===== config.mk =====
export PLATFORM = sky130hd
export DESIGN_NAME = word_sequence_wildcard_match
export DESIGN_NICKNAME = d
export VERILOG_FILES = /design/src/wswm_pkg.sv /design/src/wswm_cell.sv /design/src/word_sequence_wildcard_match.sv
export SDC_FILE = /design/constraint.sdc
export NUM_CORES = 1
export LEC_CHECK = 0
export BUFFER_PORTS_ARGS = -buffer_cell sky130_fd_sc_hd__buf_2
export CAP_MARGIN = 20
export CELL_PAD_IN_SITES_DETAIL_PLACEMENT = 1
export CELL_PAD_IN_SITES_GLOBAL_PLACEMENT = 1
export CORE_MARGIN = 2
export CORE_UTILIZATION = 54
export CTS_CLUSTER_DIAMETER = 150
export DETAILED_ROUTE_END_ITERATION = 10
export GPL_ROUTABILITY_DRIVEN = 0
export PLACE_DENSITY = 0.86
export SLEW_MARGIN = 20
export SYNTH_ARGS = -nofsm -noshare
export SYNTH_HDL_FRONTEND = slang
export SYNTH_SLANG_ARGS = --single-unit
export TNS_END_PERCENT = 20

===== constraint.sdc =====
create_clock -name clk_i -period 5.29 [get_ports clk_i]
set_clock_uncertainty 0.05 [all_clocks]
set_input_delay 1.587 -clock clk_i [delete_from_list [all_inputs] [get_ports clk_i]]
set_output_delay 1.587 -clock clk_i [all_outputs]
set_load 0.005 [all_outputs]

===== src/wswm_pkg.sv =====
// Shared types and constants for the word sequence wildcard match block.
// Used by the cell, the top level and the port checker; depends on nothing.
package wswm_pkg;

  localparam int unsigned WordWidth         = 32;
  localparam int unsigned CmdWidth          = 2;
  localparam int unsigned MaxPatternDefault = 16;
  localparam int unsigned InDataWidth       = 40;
  localparam int unsigned OutDataWidth      = 8;

  localparam logic [WordWidth-1:0] WildcardWord = WordWidth'(1);

  localparam logic [CmdWidth-1:0] CmdClear    = 2'd0;
  localparam logic [CmdWidth-1:0] CmdAppend   = 2'd1;
  localparam logic [CmdWidth-1:0] CmdSentence = 2'd2;

  typedef struct packed {
    logic clear_pattern;
    logic append;
    logic step;
    logic clear_progress;
  } cell_ctrl_t;

endpackage


===== src/wswm_cell.sv =====
// One position of the pattern: stored word, occupancy flag and partial match bit.
// Depends on wswm_pkg; instantiated in a row by word_sequence_wildcard_match.
module wswm_cell
  import wswm_pkg::*;
(
  input  logic                 clk_i,
  input  logic                 rst_ni,
  input  cell_ctrl_t           ctrl_i,
  input  logic [WordWidth-1:0] word_i,
  input  logic                 prev_occ_i,
  input  logic                 prev_match_i,
  input  logic                 next_occ_i,
  output logic                 occ_o,
  output logic                 match_o,
  output logic                 done_o
);

  logic [WordWidth-1:0] pat_q;
  logic                 occ_q, occ_d;
  logic                 match_q, match_d;
  logic                 hit;
  logic                 shift_val;
  logic                 load;

  assign load      = ctrl_i.append && prev_occ_i && !occ_q;
  assign hit       = occ_q && ((pat_q == word_i) || (pat_q == WildcardWord));
  assign shift_val = prev_match_i && hit;

  always_comb begin
    occ_d = occ_q;
    if (ctrl_i.clear_pattern) begin
      occ_d = 1'b0;
    end else if (load) begin
      occ_d = 1'b1;
    end
  end

  always_comb begin
    match_d = match_q;
    if (ctrl_i.clear_progress) begin
      match_d = 1'b0;
    end else if (ctrl_i.step) begin
      match_d = shift_val;
    end
  end

  always_ff @(posedge clk_i or negedge rst_ni) begin
    if (!rst_ni) begin
      occ_q   <= 1'b0;
      match_q <= 1'b0;
    end else begin
      occ_q   <= occ_d;
      match_q <= match_d;
    end
  end

  always_ff @(posedge clk_i) begin
    if (load) begin
      pat_q <= word_i;
    end
  end

  assign occ_o   = occ_q;
  assign match_o = match_q;
  assign done_o  = ctrl_i.step && shift_val && !next_occ_i;

endmodule


===== src/word_sequence_wildcard_match.sv =====
// The result is registered from the last sentence word and is valid in the cycle after.
// One input per cycle unless a result is stalled; every pattern cell compares in parallel.
// The output register takes a new result while the previous one is being read out.
// Reset (rst_ni low, asynchronous) empties the pattern and clears all match progress;
// stored pattern words are not reset and are only read once written.
// Depends on wswm_pkg and wswm_cell.
module word_sequence_wildcard_match
  import wswm_pkg::*;
#(
  parameter int unsigned MAX_PATTERN = MaxPatternDefault
) (
  input  logic                    clk_i,
  input  logic                    rst_ni,
  input  logic                    s_axis_tvalid,
  output logic                    s_axis_tready,
  input  logic [InDataWidth-1:0]  s_axis_tdata,   // command[1:0], word[33:2], zero pad
  input  logic                    s_axis_tlast,
  output logic                    m_axis_tvalid,
  input  logic                    m_axis_tready,
  output logic [OutDataWidth-1:0] m_axis_tdata    // found[0], pattern_too_long[1], zero pad
);

  logic [CmdWidth-1:0]  command;
  logic [WordWidth-1:0] word;
  logic                 accept;
  cell_ctrl_t           ctrl;

  logic [MAX_PATTERN-1:0] occ;
  logic [MAX_PATTERN-1:0] match;
  logic [MAX_PATTERN-1:0] done;
  logic [MAX_PATTERN:0]   prev_occ;
  logic [MAX_PATTERN:0]   prev_match;

  logic overflow_q, overflow_d;
  logic seen_q, seen_d;
  logic seen_now;
  logic emit;
  logic out_valid_q;
  logic found_q, too_long_q;

  assign command = s_axis_tdata[CmdWidth-1:0];
  assign word    = s_axis_tdata[CmdWidth+WordWidth-1:CmdWidth];

  assign s_axis_tready = !out_valid_q || m_axis_tready;
  assign accept        = s_axis_tvalid && s_axis_tready;

  always_comb begin
    ctrl.clear_pattern  = accept && (command == CmdClear);
    ctrl.append         = accept && (command == CmdAppend);
    ctrl.step           = accept && (command == CmdSentence);
    ctrl.clear_progress = ctrl.clear_pattern || ctrl.append || (ctrl.step && s_axis_tlast);
  end

  assign prev_occ[0]   = 1'b1;
  assign prev_match[0] = 1'b1;

  for (genvar j = 0; j < MAX_PATTERN; j++) begin : g_cell
    logic next_occ;
    if (j == MAX_PATTERN - 1) begin : g_tail
      assign next_occ = 1'b0;
    end else begin : g_body
      assign next_occ = occ[j+1];
    end

    wswm_cell u_cell (
      .clk_i        (clk_i),
      .rst_ni       (rst_ni),
      .ctrl_i       (ctrl),
      .word_i       (word),
      .prev_occ_i   (prev_occ[j]),
      .prev_match_i (prev_match[j]),
      .next_occ_i   (next_occ),
      .occ_o        (occ[j]),
      .match_o      (match[j]),
      .done_o       (done[j])
    );

    assign prev_occ[j+1]   = occ[j];
    assign prev_match[j+1] = match[j];
  end

  assign seen_now = seen_q || !occ[0] || (|done);
  assign emit     = ctrl.step && s_axis_tlast;

  always_comb begin
    overflow_d = overflow_q;
    if (ctrl.clear_pattern) begin
      overflow_d = 1'b0;
    end else if (ctrl.append && occ[MAX_PATTERN-1]) begin
      overflow_d = 1'b1;
    end
  end

  always_comb begin
    seen_d = seen_q;
    if (ctrl.clear_progress) begin
      seen_d = 1'b0;
    end else if (ctrl.step) begin
      seen_d = seen_now;
    end
  end

  always_ff @(posedge clk_i or negedge rst_ni) begin
    if (!rst_ni) begin
      overflow_q  <= 1'b0;
      seen_q      <= 1'b0;
      out_valid_q <= 1'b0;
    end else begin
      overflow_q <= overflow_d;
      seen_q     <= seen_d;
      if (emit) begin
        out_valid_q <= 1'b1;
      end else if (m_axis_tready) begin
        out_valid_q <= 1'b0;
      end
    end
  end

  always_ff @(posedge clk_i) begin
    if (emit) begin
      found_q    <= seen_now && !overflow_q;
      too_long_q <= overflow_q;
    end
  end

  assign m_axis_tvalid = out_valid_q;
  assign m_axis_tdata  = {{(OutDataWidth-2){1'b0}}, too_long_q, found_q};

endmodule


==> impl_results.md <==
* Cell area after synthesis at ~25,000 sq um
* Final hold vios at 0
* All-Layer GR Usage at 33.41%
* Nets at 1,790
* # port buffers at between 40 and 50
* Ant. Diodes at 0
* Filler cells at 4,167
* Top cells by count, synth: edfxtp_1, xnor2_1, nand4_1, nor4_1, nor2_1
* Seq/Total Area, Yosys at 65.57%
* Flops & latches, synth at between 500 and 600
* Hold Path Class: reg -> reg
* WP data arrival at 4.59 ns
* Die area at 47,720 sq um
* Post-placement cell area at 25,650 sq um
* First-pass GRT wire length at 114.4 mm
* Area grow syn2layout at 10.15%
* Setup WS post-layout at 1.088 ns
* ANT nets after route at 0
* Core footprint at 45,380 sq um
* Pwr per Cell Area at 363.5 nW/um^2
* Leakage at 8.079 nW
* Max FO, Critical Path at 18
* Final setup viols at 0
* CTS Buf Count at 55
* Initial antenna violation count at 1
* Final Critical Period at 4.202 ns
* Primary FF master, synth: edfxtp_1
* EDFF count, synth at 514
* Share of layout cells above drive strength 1 at 13.82%
* Vias in the first global route at between 15,000 and 20,000
* Slowest CP cell: buf_2
* CP cell instances: buf_2 > buf_4 > buf_4 > xnor2_1 > nand4_1 > nor4_1 > a21oi_1 > nor4_1 > nor4_2 > a21oi_2
* Initial Utilization at 54.73%
* Insertion delay to the later sink of the worst-skew pair at 0.62 ns
* Switching fraction of total power at 25.02%
* Total routed wirelength at between 70 and 80 mm
* Hold_sp: g_cell[4].u_cell.match_o$_DFFE_PN0P_
* Post-CTS Resized at 0
* Worst Setup End Kind: flop
* P_int at 7.456 mW
* Synth Warn # at 0
* Largest net degree at the start of global routing at 35
* DIE HEIGHT at 218.5 um
* Max H-tree Level at 2
* Worst Tran Pin Value at 1.097 ns
* DP HPWL at 49.07 mm
* Total grt overflow at 0
* Register share of total power at a little over half
* Clock-pin slew on the worst setup and hold paths at ~0.060 ns
* I/O pins at 55
* Max Root-Sink Buffers at 3
* Design area at 27,360 sq um
* Fraction of post-synthesis cell area in the top cell type by area at 62.15%
* CP required at 5.68 ns
* Slew Viols, Final at 0
* Slew HR at 26.69%
* Worst Reg-to-Reg Cells at 7
* DR vias at 15,749
* Synth Area per Inst at 15.29 sq um
* Routed length per placed instance at between 30 and 40 um
* Most frequent cell after synthesis: edfxtp_1
* Async set-reset flop share out of synthesis at 6.204%
* DR iter-0 viols at a little under 2,000
* Hold path cells at 2
* Comb pwr share at 9.3%
* TritonCTS clock tree: done
* Cts hold-fix bufs at 0
* # clock sinks at 548
* RSZ-0062 raised after global routing: false
* Status: finished, final reports clean
* Worst setup path start: s_axis_tdata[14]
* Core Util, Final at 60.28%
* Row count at 78
* Crit-path max cell delay at 0.54 ns
* Post-CTS Setup Repair Bufs at 0
* Max-cap viol count at 0
* Die Width at 218.5 um
* Switching power at 2.489 mW
* DRC viols at 0
* Startpoint types: input port
* Worst r2r src: m_axis_tvalid$_DFFE_PN0P_
* Cell accounting for the most synthesized area: edfxtp_1
* Period utilization at between 70% and 80%
* Vias per cell at 6.598
* Dpl ws at approximately 0.71 ns
* Power Total at 9.945 mW
* Drt pass-1 iters at 6
* Setup CP Type: in -> reg
* Final Hold Slack at 0.4645 ns
* Storage element area at between 15,000 and 20,000 sq um
* Worst VDD drop at 0.0003235 V
* Reg2Reg Setup Slack at roughly 2.1 ns
* Multi-input gate area at ~7600 sq um
* Cell count after synthesis at around 1,600
* Top cells by area, synth: edfxtp_1, xnor2_1, nand4_1
* CTS root buf: clkbuf_16
* Clock Power Share at 38.4%
* Netlist cell types at 40
* Fmax at 238.0 MHz
per-layer routing:
metal	vias to the layer above	GRT usage (%)	part of all wire, %	routed length, um
met5	-	0	0	0
met4	0	17.30	5.7	4428
met3	286	6.764	9.7	7560
met2	1012	55.18	49	38070
met1	8062	41.78	36	28220
li1	6389	-	-	-
registers in the layout (all words and copies together), names as in the netlist:
signal                 flops
m_axis_tvalid              1
g_cell.u_cell.pat_q      512
g_cell.u_cell.match_o     15
g_cell.u_cell.occ_o       16
found_q                    1
too_long_q                 1
overflow_q                 1
seen_q                     1
worst max-delay path, delay by kind of cell:
| family | cells | cell delay (ns) |
|---|---|---|
| buf+inv | 3 | 1.09 |
| simple gates | 4 | 1.17 |
| compound gates | 2 | 0.49 |
| xor+xnor | 1 | 0.22 |
per-stage QoR:
step	TNS [ns]	std cells
detailed placement	0	2288
floorplan	-78.28	1629
CTS	0	2387
finish	0	2387
global placement	0	2288
global route	0	2387
cell usage in the layout, fill, tap and decap left out, drive strengths merged:
cell      n
a211o     1
a21o      1
a21oi    33
a31o      1
a31oi     1
a32o      1
and4bb    6
buf     135
bufinv    4
clkbuf   70
clkinv   26
conb      6
dfrtp    34
edfxtp  514
inv       4
nand2    27
nand2b    1
nand3     6
nand3b    1
nand4   160
nand4b    3
nor2     37
nor3      6
nor3b    15
nor4    149
nor4b    17
nor4bb    1
o21ai     7
o22ai     1
o311ai    1
o31ai     6
xnor2   512
path summary, 6_finish.rpt:
kind | end
max reg2reg | g_cell[12].u_cell.pat_q[6]$_DFFE_PP_
max | found_q$_DFFE_PP_
min in group asynchronous | m_axis_tvalid$_DFFE_PN0P_
min | g_cell[4].u_cell.match_o$_DFFE_PN0P_
max in group asynchronous | g_cell[12].u_cell.match_o$_DFFE_PN0P_
min reg2reg | g_cell[4].u_cell.match_o$_DFFE_PN0P_
cells by family after synthesis:
kind of cell / after synthesis / share of synthesized area (%)
AO/OA/AOI/OAI: 53 / 1.290
AND/OR/NAND/NOR: 429 / 10.87
other: 1 / 0.01510
XOR/XNOR: 512 / 18.21
flip-flops: 548 / 65.57
buffers and inverters: 81 / 4.050
power groups by stage:
| stage | combinational, mW | sequential, mW | clock, mW |
|---|---|---|---|
| floorplan | 0.579 | 5.20 | 0 |
| global placement | 0.821 | 5.25 | 0 |
| detailed placement | 0.878 | 5.27 | 0 |
| CTS | 0.906 | 5.19 | 3.84 |
| global route | 0.960 | 5.22 | 3.99 |
| finish | 0.921 | 5.20 | 3.82 |
final cells by class:
type,instances,share of cell area (%)
clock buffer,70,5.392
clock inverter,29,0.8278
inverter,5,0.06861
multi-input combinational,1000,27.93
sequential,548,59.53
tap,600,2.744
timing repair buffer,135,3.503
Power figures use the tool's default switching activity.
